==> src/rtl/core/cst_pkg.sv <==
package cst_pkg;

  localparam logic [31:0] CrcPoly = 32'hEDB88320;
  localparam logic [31:0] CrcInit = 32'hFFFFFFFF;

  // queue between front and back
  localparam int unsigned QDepth = 4;
  localparam int unsigned QAw    = $clog2(QDepth);

  // bit positions inside one command: data bits first, then crc bits
  localparam logic [5:0] FirstCrcIdx = 6'd8;
  localparam logic [5:0] LastDataIdx = 6'd7;
  localparam logic [5:0] LastIdx     = 6'd39;

  typedef enum logic [1:0] {
    CFG_SETUP_TICKS = 2'd0,
    CFG_HIGH_TICKS  = 2'd1,
    CFG_LOW_TICKS   = 2'd2
  } cfg_idx_e;

  typedef struct packed {
    logic [7:0]  data;
    logic        present;
    logic        close;
    logic [31:0] crc;
  } cmd_t;

  function automatic logic [31:0] crc_byte(input logic [31:0] crc, input logic [7:0] b);
    logic [31:0] c;
    c = crc ^ {24'd0, b};
    for (int k = 0; k < 8; k++) begin
      if (c[0]) begin
        c = (c >> 1) ^ CrcPoly;
      end else begin
        c = c >> 1;
      end
    end
    return c;
  endfunction

endpackage

==> src/rtl/core/cst_front.sv <==
module cst_front (
  input  logic            clk_i,
  input  logic            rst_ni,
  input  logic            push_i,
  input  logic            full_i,
  input  logic [7:0]      data_byte_i,
  input  logic            byte_present_i,
  input  logic            last_byte_i,
  output logic            q_push_o,
  output cst_pkg::cmd_t   q_cmd_o
);

  logic [31:0] crc_q, crc_d;
  logic [31:0] crc_next;
  logic        close;
  logic        accept;

  assign accept = push_i & ~full_i;
  // a terminator closes the frame whatever the last mark says
  assign close  = last_byte_i | ~byte_present_i;

  assign crc_next = byte_present_i ? cst_pkg::crc_byte(crc_q, data_byte_i) : crc_q;

  always_comb begin
    crc_d = crc_q;
    if (accept) begin
      crc_d = close ? cst_pkg::CrcInit : crc_next;
    end
  end

  always_ff @(posedge clk_i or negedge rst_ni) begin
    if (!rst_ni) begin
      crc_q <= cst_pkg::CrcInit;
    end else begin
      crc_q <= crc_d;
    end
  end

  assign q_push_o        = accept;
  assign q_cmd_o.data    = data_byte_i;
  assign q_cmd_o.present = byte_present_i;
  assign q_cmd_o.close   = close;
  assign q_cmd_o.crc     = crc_next;

endmodule

==> src/rtl/core/cst_queue.sv <==
module cst_queue (
  input  logic            clk_i,
  input  logic            rst_ni,
  input  logic            push_i,
  input  cst_pkg::cmd_t   cmd_i,
  output logic            full_o,
  input  logic            pop_i,
  output cst_pkg::cmd_t   cmd_o,
  output logic            empty_o
);

  cst_pkg::cmd_t              mem_q [cst_pkg::QDepth];
  logic [cst_pkg::QAw-1:0]    wr_ptr_q, wr_ptr_d;
  logic [cst_pkg::QAw-1:0]    rd_ptr_q, rd_ptr_d;
  logic [cst_pkg::QAw:0]      count_q, count_d;
  logic                       do_push, do_pop;

  assign full_o  = (count_q == (cst_pkg::QAw+1)'(cst_pkg::QDepth));
  assign empty_o = (count_q == '0);
  assign do_push = push_i & ~full_o;
  assign do_pop  = pop_i & ~empty_o;
  assign cmd_o   = mem_q[rd_ptr_q];

  always_comb begin
    wr_ptr_d = do_push ? wr_ptr_q + 1'b1 : wr_ptr_q;
    rd_ptr_d = do_pop ? rd_ptr_q + 1'b1 : rd_ptr_q;
    count_d  = count_q;
    if (do_push && !do_pop) begin
      count_d = count_q + 1'b1;
    end else if (!do_push && do_pop) begin
      count_d = count_q - 1'b1;
    end
  end

  always_ff @(posedge clk_i or negedge rst_ni) begin
    if (!rst_ni) begin
      wr_ptr_q <= '0;
      rd_ptr_q <= '0;
      count_q  <= '0;
    end else begin
      wr_ptr_q <= wr_ptr_d;
      rd_ptr_q <= rd_ptr_d;
      count_q  <= count_d;
    end
  end

  always_ff @(posedge clk_i) begin
    if (do_push) begin
      mem_q[wr_ptr_q] <= cmd_i;
    end
  end

endmodule

==> src/rtl/core/cst_back.sv <==
module cst_back (
  input  logic            clk_i,
  input  logic            rst_ni,
  input  cst_pkg::cmd_t   cmd_i,
  input  logic            q_empty_i,
  output logic            q_pop_o,
  output logic            empty_o,
  input  logic            pop_i,
  output logic            serial_bit_o,
  output logic            crc_part_o,
  output logic            run_end_o,
  output logic            frame_end_o
);

  cst_pkg::cmd_t cmd_q, cmd_d;
  logic          busy_q, busy_d;
  logic [5:0]    idx_q, idx_d;
  logic          out_valid_q, out_valid_d;
  logic          bit_q, bit_d;
  logic          crc_part_q, crc_part_d;
  logic          run_end_q, run_end_d;
  logic          frame_end_q, frame_end_d;

  logic          advance;
  logic          emit;
  logic [5:0]    end_idx;
  logic          last_bit;
  logic          load;
  logic [5:0]    crc_off;

  // output slot is free or being taken this cycle
  assign advance  = ~out_valid_q | pop_i;
  assign emit     = busy_q & advance;
  assign end_idx  = cmd_q.close ? cst_pkg::LastIdx : cst_pkg::LastDataIdx;
  assign last_bit = (idx_q == end_idx);
  assign crc_off  = idx_q - cst_pkg::FirstCrcIdx;
  // fetch the next command when idle or on the last bit of the current one
  assign load     = ~q_empty_i & (~busy_q | (emit & last_bit));
  assign q_pop_o  = load;

  always_comb begin
    cmd_d       = cmd_q;
    busy_d      = busy_q;
    idx_d       = idx_q;
    out_valid_d = out_valid_q & ~pop_i;
    bit_d       = bit_q;
    crc_part_d  = crc_part_q;
    run_end_d   = run_end_q;
    frame_end_d = frame_end_q;
    if (emit) begin
      out_valid_d = 1'b1;
      if (idx_q < cst_pkg::FirstCrcIdx) begin
        bit_d      = cmd_q.data[idx_q[2:0]];
        crc_part_d = 1'b0;
      end else begin
        bit_d      = cmd_q.crc[crc_off[4:0]];
        crc_part_d = 1'b1;
      end
      run_end_d   = last_bit;
      frame_end_d = last_bit & cmd_q.close;
      idx_d       = idx_q + 1'b1;
      if (last_bit) begin
        busy_d = 1'b0;
      end
    end
    if (load) begin
      cmd_d  = cmd_i;
      busy_d = 1'b1;
      idx_d  = cmd_i.present ? '0 : cst_pkg::FirstCrcIdx;
    end
  end

  always_ff @(posedge clk_i or negedge rst_ni) begin
    if (!rst_ni) begin
      busy_q      <= 1'b0;
      idx_q       <= '0;
      out_valid_q <= 1'b0;
    end else begin
      busy_q      <= busy_d;
      idx_q       <= idx_d;
      out_valid_q <= out_valid_d;
    end
  end

  always_ff @(posedge clk_i) begin
    cmd_q       <= cmd_d;
    bit_q       <= bit_d;
    crc_part_q  <= crc_part_d;
    run_end_q   <= run_end_d;
    frame_end_q <= frame_end_d;
  end

  assign empty_o      = ~out_valid_q;
  assign serial_bit_o = bit_q;
  assign crc_part_o   = crc_part_q;
  assign run_end_o    = run_end_q;
  assign frame_end_o  = frame_end_q;

  a_frame_end_flags: assert property (@(posedge clk_i) disable iff (!rst_ni)
    out_valid_q && frame_end_q |-> run_end_q && crc_part_q)
    else $error("frame end without run end or crc flag");

  a_idx_range: assert property (@(posedge clk_i) disable iff (!rst_ni)
    busy_q |-> idx_q <= cst_pkg::LastIdx)
    else $error("bit index past last crc bit");

  a_terminator_crc_only: assert property (@(posedge clk_i) disable iff (!rst_ni)
    busy_q && !cmd_q.present |-> idx_q >= cst_pkg::FirstCrcIdx)
    else $error("terminator emitting data bits");

  a_open_data_only: assert property (@(posedge clk_i) disable iff (!rst_ni)
    busy_q && !cmd_q.close |-> idx_q <= cst_pkg::LastDataIdx)
    else $error("open frame byte emitting crc bits");

  a_no_pop_when_full_stall: assert property (@(posedge clk_i) disable iff (!rst_ni)
    out_valid_q && !pop_i |=> out_valid_q)
    else $error("result dropped while stalled");

endmodule

==> src/rtl/core/crc_appending_serial_transmitter.sv <==
// Framed serial transmitter with an appended CRC-32 (reflected, poly 0xEDB88320,
// init all ones, no final xor).
// Input queue side: push/full carry one item per transfer: a frame byte,
// a byte-present flag and a last-byte flag. A byte gives 8 result bits, LSB
// first; an item that closes the frame (last byte, or no byte at all) adds the
// 32 crc bits, low byte first, and the crc restarts at all ones.
// Result queue side: empty/pop; one serial bit per transfer with crc_part,
// run_end (last bit of the item) and frame_end (last crc bit) flags.
// Configuration: cfg_valid_i/cfg_ready_o write setup, high and low tick counts
// for the pin driver; ready is always high and result values do not depend on them.
// When the block is idle, an item's first bit passes through the command queue,
// the command register and the output register before it is on the result ports.
// Throughput: the serializer emits one bit per cycle while the output slot is free
// or being popped; a 4-entry command queue lets items be taken while earlier ones
// are still being shifted out.
// Reset clears the crc to all ones, empties the queue and the output slot.
// When the receiver stalls, the current result holds, the serializer stops,
// and full rises once the command queue fills.
module crc_appending_serial_transmitter (
  input  logic        clk_i,
  input  logic        rst_ni,
  input  logic        push,
  output logic        full,
  input  logic [7:0]  data_byte_i,
  input  logic        byte_present_i,
  input  logic        last_byte_i,
  output logic        empty,
  input  logic        pop,
  output logic        serial_bit_o,
  output logic        crc_part_o,
  output logic        run_end_o,
  output logic        frame_end_o,
  input  logic        cfg_valid_i,
  output logic        cfg_ready_o,
  input  logic [1:0]  cfg_idx_i,
  input  logic [15:0] cfg_data_i
);

  cst_pkg::cmd_t push_cmd;
  cst_pkg::cmd_t head_cmd;
  logic          q_push;
  logic          q_pop;
  logic          q_empty;

  logic [15:0] setup_ticks_q;
  logic [15:0] high_ticks_q;
  logic [15:0] low_ticks_q;

  assign cfg_ready_o = 1'b1;

  // pin timing registers; an unknown index is ignored
  always_ff @(posedge clk_i or negedge rst_ni) begin
    if (!rst_ni) begin
      setup_ticks_q <= 16'd100;
      high_ticks_q  <= 16'd200;
      low_ticks_q   <= 16'd100;
    end else if (cfg_valid_i && cfg_ready_o) begin
      case (cfg_idx_i)
        cst_pkg::CFG_SETUP_TICKS: setup_ticks_q <= cfg_data_i;
        cst_pkg::CFG_HIGH_TICKS:  high_ticks_q  <= cfg_data_i;
        cst_pkg::CFG_LOW_TICKS:   low_ticks_q   <= cfg_data_i;
        default: ;
      endcase
    end
  end

  cst_front u_front (
    .clk_i          (clk_i),
    .rst_ni         (rst_ni),
    .push_i         (push),
    .full_i         (full),
    .data_byte_i    (data_byte_i),
    .byte_present_i (byte_present_i),
    .last_byte_i    (last_byte_i),
    .q_push_o       (q_push),
    .q_cmd_o        (push_cmd)
  );

  cst_queue u_queue (
    .clk_i   (clk_i),
    .rst_ni  (rst_ni),
    .push_i  (q_push),
    .cmd_i   (push_cmd),
    .full_o  (full),
    .pop_i   (q_pop),
    .cmd_o   (head_cmd),
    .empty_o (q_empty)
  );

  cst_back u_back (
    .clk_i        (clk_i),
    .rst_ni       (rst_ni),
    .cmd_i        (head_cmd),
    .q_empty_i    (q_empty),
    .q_pop_o      (q_pop),
    .empty_o      (empty),
    .pop_i        (pop),
    .serial_bit_o (serial_bit_o),
    .crc_part_o   (crc_part_o),
    .run_end_o    (run_end_o),
    .frame_end_o  (frame_end_o)
  );

endmodule

==> config.mk <==
export PLATFORM = sky130hd
export DESIGN_NAME = crc_appending_serial_transmitter
export DESIGN_NICKNAME = d
export VERILOG_FILES = /design/src/rtl/core/cst_pkg.sv /design/src/rtl/core/cst_front.sv /design/src/rtl/core/cst_queue.sv /design/src/rtl/core/cst_back.sv /design/src/rtl/core/crc_appending_serial_transmitter.sv
export SDC_FILE = /design/constraint.sdc
export NUM_CORES = 1
export LEC_CHECK = 0
export ABC_AREA = 1
export ABC_CLOCK_PERIOD_IN_PS = 6200
export BUFFER_PORTS_ARGS = -buffer_cell sky130_fd_sc_hd__buf_2
export CAP_MARGIN = 10
export CORE_MARGIN = 5
export CORE_UTILIZATION = 37
export CTS_CLUSTER_SIZE = 10
export DETAILED_ROUTE_END_ITERATION = 6
export SETUP_SLACK_MARGIN = 0.4
export SLEW_MARGIN = 5
export SYNTH_ARGS = -nofsm -noshare
export SYNTH_HDL_FRONTEND = slang
export SYNTH_SLANG_ARGS = --single-unit
==> constraint.sdc <==
create_clock -name clk_i -period 6.2 [get_ports clk_i]
set_clock_uncertainty 0.2 [all_clocks]
set_input_delay 0.62 -clock clk_i [delete_from_list [all_inputs] [get_ports clk_i]]
set_output_delay 0.62 -clock clk_i [all_outputs]
set_load 0.02 [all_outputs]
* Yosys cells after proc, flatten, opt, wreduce, memory -nomap -nowiden
Memories as Yosys holds them, arrays and structs flattened.
Cells that the tools add are included.
** Operators by class
- Add/subtract/negate cells :: 6
- Order comparisons :: 3
- Equality and inequality tests :: 2
- Muxes and demuxes :: 28
- Bitwise operators :: 26
- Reductions and logical operators :: 9
** Operators with widths (number)
- $mux 32 :: 10
- $not 13->14 :: 8
- $xor 32x8->32 :: 1
- $mux 6 :: 3
- $mux 1 :: 10
- $and 1x1->1 :: 8
- $add 6x1->6 const B :: 1
- $eq 6x6->1 :: 1
- $lt 5x6->1 const B :: 1
- $lt 6x4->1 const B :: 1
- $mux 3 :: 2
- $not 1->1 :: 6
- $reduce_bool 2->1 :: 3
- $bmux 1 s5 :: 1
- $sub 5x4->5 const B :: 1
- $add 2x1->2 const B :: 2
- $lt 3x4->1 const B :: 1
- $mux 4 :: 1
- $add 3x1->3 const B :: 1
- $bmux 1 s3 :: 1
- $eq 3x3->1 const B :: 1
- $logic_not 3->1 :: 1
- $or 1x1->1 :: 3
- $sub 3x1->3 const B :: 1
- other kinds (3) :: 5
** Word-level totals
- Flip-flop bits (word level) :: 92
- Memory bits (writable) :: 168
- Memories kept :: 1
** Memories
- u_queue.mem_q :: words 4, bits a word 42, read ports 1, clocked after memory_dff 0, write ports 1, RTL line cst_queue.sv:12 : cst_pkg::cmd_t mem_q [cst_pkg::QDepth];

* Logic depth before layout (Yosys ltp)
- Depth in word-level cells :: 19
- Mapped depth :: 13

* Cells and area by module
A second synthesis with hierarchy kept.
** Unflattened totals
- Cell total of the unflattened synthesis :: 1171
- Area, all modules :: 12311.8 µm²
** By module, submodules not included
- cst_queue :: instances 1, cells an instance 551, area an instance 7280.7 µm², seq. area each 5220.0 µm²
- cst_front :: instances 1, cells an instance 432, area an instance 2820.2 µm², seq. area each 840.8 µm²
- cst_back :: instances 1, cells an instance 186, area an instance 2199.6 µm², seq. area each 1551.5 µm²
- crc_appending_serial_transmitter :: instances 1, cells an instance 2, area an instance 11.3 µm², seq. area each 0.0 µm²

* Least setup slack after synthesis
Ideal clock, no wire load.
- Kind :: input-to-reg
- From :: in push
- To :: mem u_queue.mem_q[0][0] (netlist name) (enable)
- Arrival :: 2.905 ns
- Data required time :: 5.558 ns
- Slack :: 2.653 ns
- Stages :: 5
- Path through :: inv_1 -> nor2_4 -> inv_2 -> clkbuf_1 -> nor2_1
** On the way
- Longest elaborated chain between the ends :: 4
** Ends and longest elaborated chain
- from (decl) :: RTL line crc_appending_serial_transmitter.sv:22 : input logic push,
- $and 1x1->1 :: RTL line cst_front.sv:18 : assign accept = push_i & ~full_i;
- $and 1x1->1 :: RTL line cst_queue.sv:20 : assign do_push = push_i & ~full_o;
- $mux 1 :: RTL line cst_queue.sv:48 : if (do_push) begin
- $mux 1 (implied by the code) :: RTL line cst_queue.sv:49 : mem_q[wr_ptr_q] <= cmd_i;
- to (decl) :: RTL line cst_queue.sv:12
No other way between the ends.

* Final worst setup path
- From :: reg u_back.idx_q[0]
- To :: reg u_queue.count_q[2] (netlist name)
** On the way
- Longest elaborated chain between the ends :: 8
- Elaborated cells on any way between the ends :: 10
- Classes of those cells :: eq/ne: 1; mux: 1; bitwise: 4; reduce/logical: 4
** Ends and longest elaborated chain
- from (decl) :: RTL line cst_back.sv:17 : logic [5:0] idx_q, idx_d;
- from (signal assigned) :: RTL line cst_back.sv:80 : idx_q <= idx_d;
- $eq 6x6->1 (*) :: RTL line cst_back.sv:35 : assign last_bit = (idx_q == end_idx);
- $and 1x1->1 (*) :: RTL line cst_back.sv:38 : assign load = ~q_empty_i & (~busy_q | (emit & last_bit));
- $or 1x1->1 (*) :: RTL line cst_back.sv:38
- $and 1x1->1 (*) :: RTL line cst_back.sv:38
- via q_pop :: RTL line crc_appending_serial_transmitter.sv:42 : logic q_pop;
- $and 1x1->1 (*) :: RTL line cst_queue.sv:21 : assign do_pop = pop_i & ~empty_o;
- $logic_not 1->1 :: RTL line cst_queue.sv:28 : if (do_push && !do_pop) begin
- $logic_and 1x1->1 :: RTL line cst_queue.sv:28
- $mux 3 or $reduce_bool 2->1 (tied branches)
- to (signal assigned) :: RTL line cst_queue.sv:43 : count_q <= count_d;
- to (decl) :: RTL line cst_queue.sv:15 : logic [cst_pkg::QAw:0] count_q, count_d;
Mark *: on every way through the listed nets, which the timed path passes. The rest lies on a longest branch.
A chain may end at the register's enable or synchronous reset.

==> metrics.csv <==
metric;value;unit
status;finished, final reports clean;
fill_cells;2857;
synth_ff_type;edfxtp_1;
synth_cells;1040;
yosysWarnings;0;
first_iter_violations;559;
gp_congestion;0.822;
ys_seq_area_frac;0.662;
tritoncts;yes;
htreeDepth;1;
tightest_slew;1.05;ns
grt_max_degree;84;
cts_resized;0;
cts_buffer_depth;3;
critPathMaxFanout;47;
ys_ff_latch;260;
overflow;0;
grt_pass1_wl;40800;um
num_antenna_cells;0;
power;0.00656;W
avgSynthCellArea;11.1;sq um
grt_pass1_vias;7107;
dieArea;34700;sq um
placement_rows;64;
ios;40;
netlist_top_cells_count;edfxtp_1, nand2_1, nor2_1;
slew_headroom;0.296;
grt_setup_unrepaired;false;
die_height;186;um
finalHoldViolCount;0;
yosysTopAreaCell;edfxtp_1;
setup_tns;0;ns
finalNetCount;1095;
synthTopCellsByArea;edfxtp_1, dfstp_2, nand2_1;
drive_gt1_frac;0.127;
post-route-period-util;0.618;
antenna_found_initial;0;
worstPathRequired;6.40;ns
p_leak;4.75;nW
core;30700;sq um
worstSetupPathType;reg -> reg;
ant_nets;0;
die_w;186;um
post_cts_buffers;0;
dr.pass1.iters;5;
synthesis.nets;1081;
max_clock_freq;261;MHz
crit_arrival;4.04;ns
yosys.cell_types.count;43;
clk_latency;0.54;ns
ctsHoldBuffers;0;
drt-vias-per-instance;5.09;
cts_root_buf;clkbuf_16;
cts_sinks;260;
io_buffers;19;
synthArstFlopShare;0.181;
drt-total-wl;26400;um
slowest_stage;dfrtp_1;
fin_crit;3.83;ns
min_path_type;in -> async;
cts_buffers;30;
cp_cell_sequence;ha_1, nand2_1, nor3_1, nand2_1, o21ai_1, inv_2, nor2_4, buf_4, inv_2, ha_1, fa_1, a21oi_1, o21ai_0, xor2_1;
vias;7508;
powerDensity;509;nW/um^2
synth_most_common_cell;edfxtp_1;
synth_edf_count;213;
ir_drop;244;uV
start_util;0.375;
syn_area;11500;sq um
hpwl;16000;um
maxCapViolCount;0;
netlist.area_leader.share;0.556;
drc_errors;0;
setup_viol;0;
startpoint_type;flip-flop;
slowest_delay;0.80;ns
drv_slew;0;
track_usage;0.152;
clkSlewWorstSetupHoldPaths;0.05;ns
avgRoutedWirePerCell;17.9;um
syn2layout_area_growth;12.2;%
end_kind;flip-flop;
==> power by group <==
part | switching, W | internal [W]
registers | 0.000213 | 0.00259
logic | 0.00151 | 0.000652
clock network | 0.000644 | 0.000950
total | 0.00237 | 0.00419
==> kinds of logic after synthesis <==
kind of cell,count (synthesis),share of synthesized area
AO/OA/AOI/OAI,235,0.115
XOR/XNOR,49,0.0409
adder cells (fa/ha/maj),8,0.00936
buffers and inverters,127,0.0426
flip-flops,260,0.662
other,1,0.000326
AND/OR/NAND/NOR,360,0.130
==> through the flow <==
step | setup WS (ns) | area (sq um) | hold WS (ns) | cells | utilization
6_report | 2.37 | 12900 | 0.00732 | 1474 | 0.420
5_1_grt | 2.03 | 12900 | 0.0608 | 1474 | 0.420
4_1_cts | 2.33 | 12900 | 0.0335 | 1474 | 0.420
3_5_place_dp | 2.35 | 12000 | 0.278 | 1418 | 0.391
3_3_place_gp | 2.35 | 12000 | 0.267 | 1418 | 0.391
2_1_floorplan | 2.65 | 11500 | 0.124 | 1040 | -
==> critical path: cells and delay by family, from the launching register on <==
family                   cells  cell delay (ns)
AO/OA/AOI/OAI                3             0.47
XOR/XNOR                     1             0.15
adder cells (fa/ha/maj)      3             0.98
buffers and inverters        3             0.70
flip-flops                   1             0.80
AND/OR/NAND/NOR              4             0.40
==> registers in the layout, summed over array words and instances (netlist names) <==
signal and count:
u_front.crc_q 32, u_back.frame_end_o 1, u_back.cmd_q 41, u_back.busy_q 1
u_back.crc_part_o 1, u_back.run_end_o 1, u_queue.count_q 3, u_back.idx_q 6
u_queue.mem_q 168, u_queue.wr_ptr_q 2, u_queue.rd_ptr_q 2, u_back.serial_bit_o 1
u_back.out_valid_q 1
==> cells in the final DEF (no fill, tap or decap), drive strengths merged, types with 2 or more instances in the layout <==
master and n:
a31oi 2, nand3 28, inv 80, nand3b 2
or2 9, xor2 43, a22oi 7, dfrtp 15
xnor2 6, ha 7, o21a 14, nor3 5
nand4 2, o21ai 126, a21oi 23, o22ai 56
dfstp 32, clkbuf 55, nor2 141, nand2 171
buf 29, edfxtp 213
==> area by class of cell <==
class	count	area (sq um)	share of cell area
flip-flops and latches	260	7610	0.590
multi-input cells	653	3420	0.266
clock buffers	55	886	0.0687
well taps	396	495	0.0384
inverters	80	300	0.0233
repair buffers	29	170	0.0132
clock inverters	1	5.00	0.000388
==> metal layers <==
layer | up-vias | wire [um] | global-route usage
li1 | 3633 | - | -
met1 | 3641 | 12200 | 0.221
met2 | 195 | 12200 | 0.244
met3 | 39 | 1440 | 0.0198
met4 | 0 | 541 | 0.0364
met5 | - | 0 | 0
==> path summary, 6_finish.rpt <==
path                       cells after the start                  end             from  slack (ns)
max in group asynchronous                      2  u_queue.rd_ptr_q[0]           rst_ni        5.28
max                                           14   u_queue.count_q[2]  u_back.idx_q[0]        2.37
min                                            2  u_queue.rd_ptr_q[1]           rst_ni       0.007
min in group clk_i                             3   u_back.out_valid_q              pop        0.16
min reg2reg                                    2   u_back.out_valid_q    u_back.busy_q        0.29
max reg2reg                                   14   u_queue.count_q[2]  u_back.idx_q[0]        2.37
Note: power is estimated with default switching activity, not from simulation.
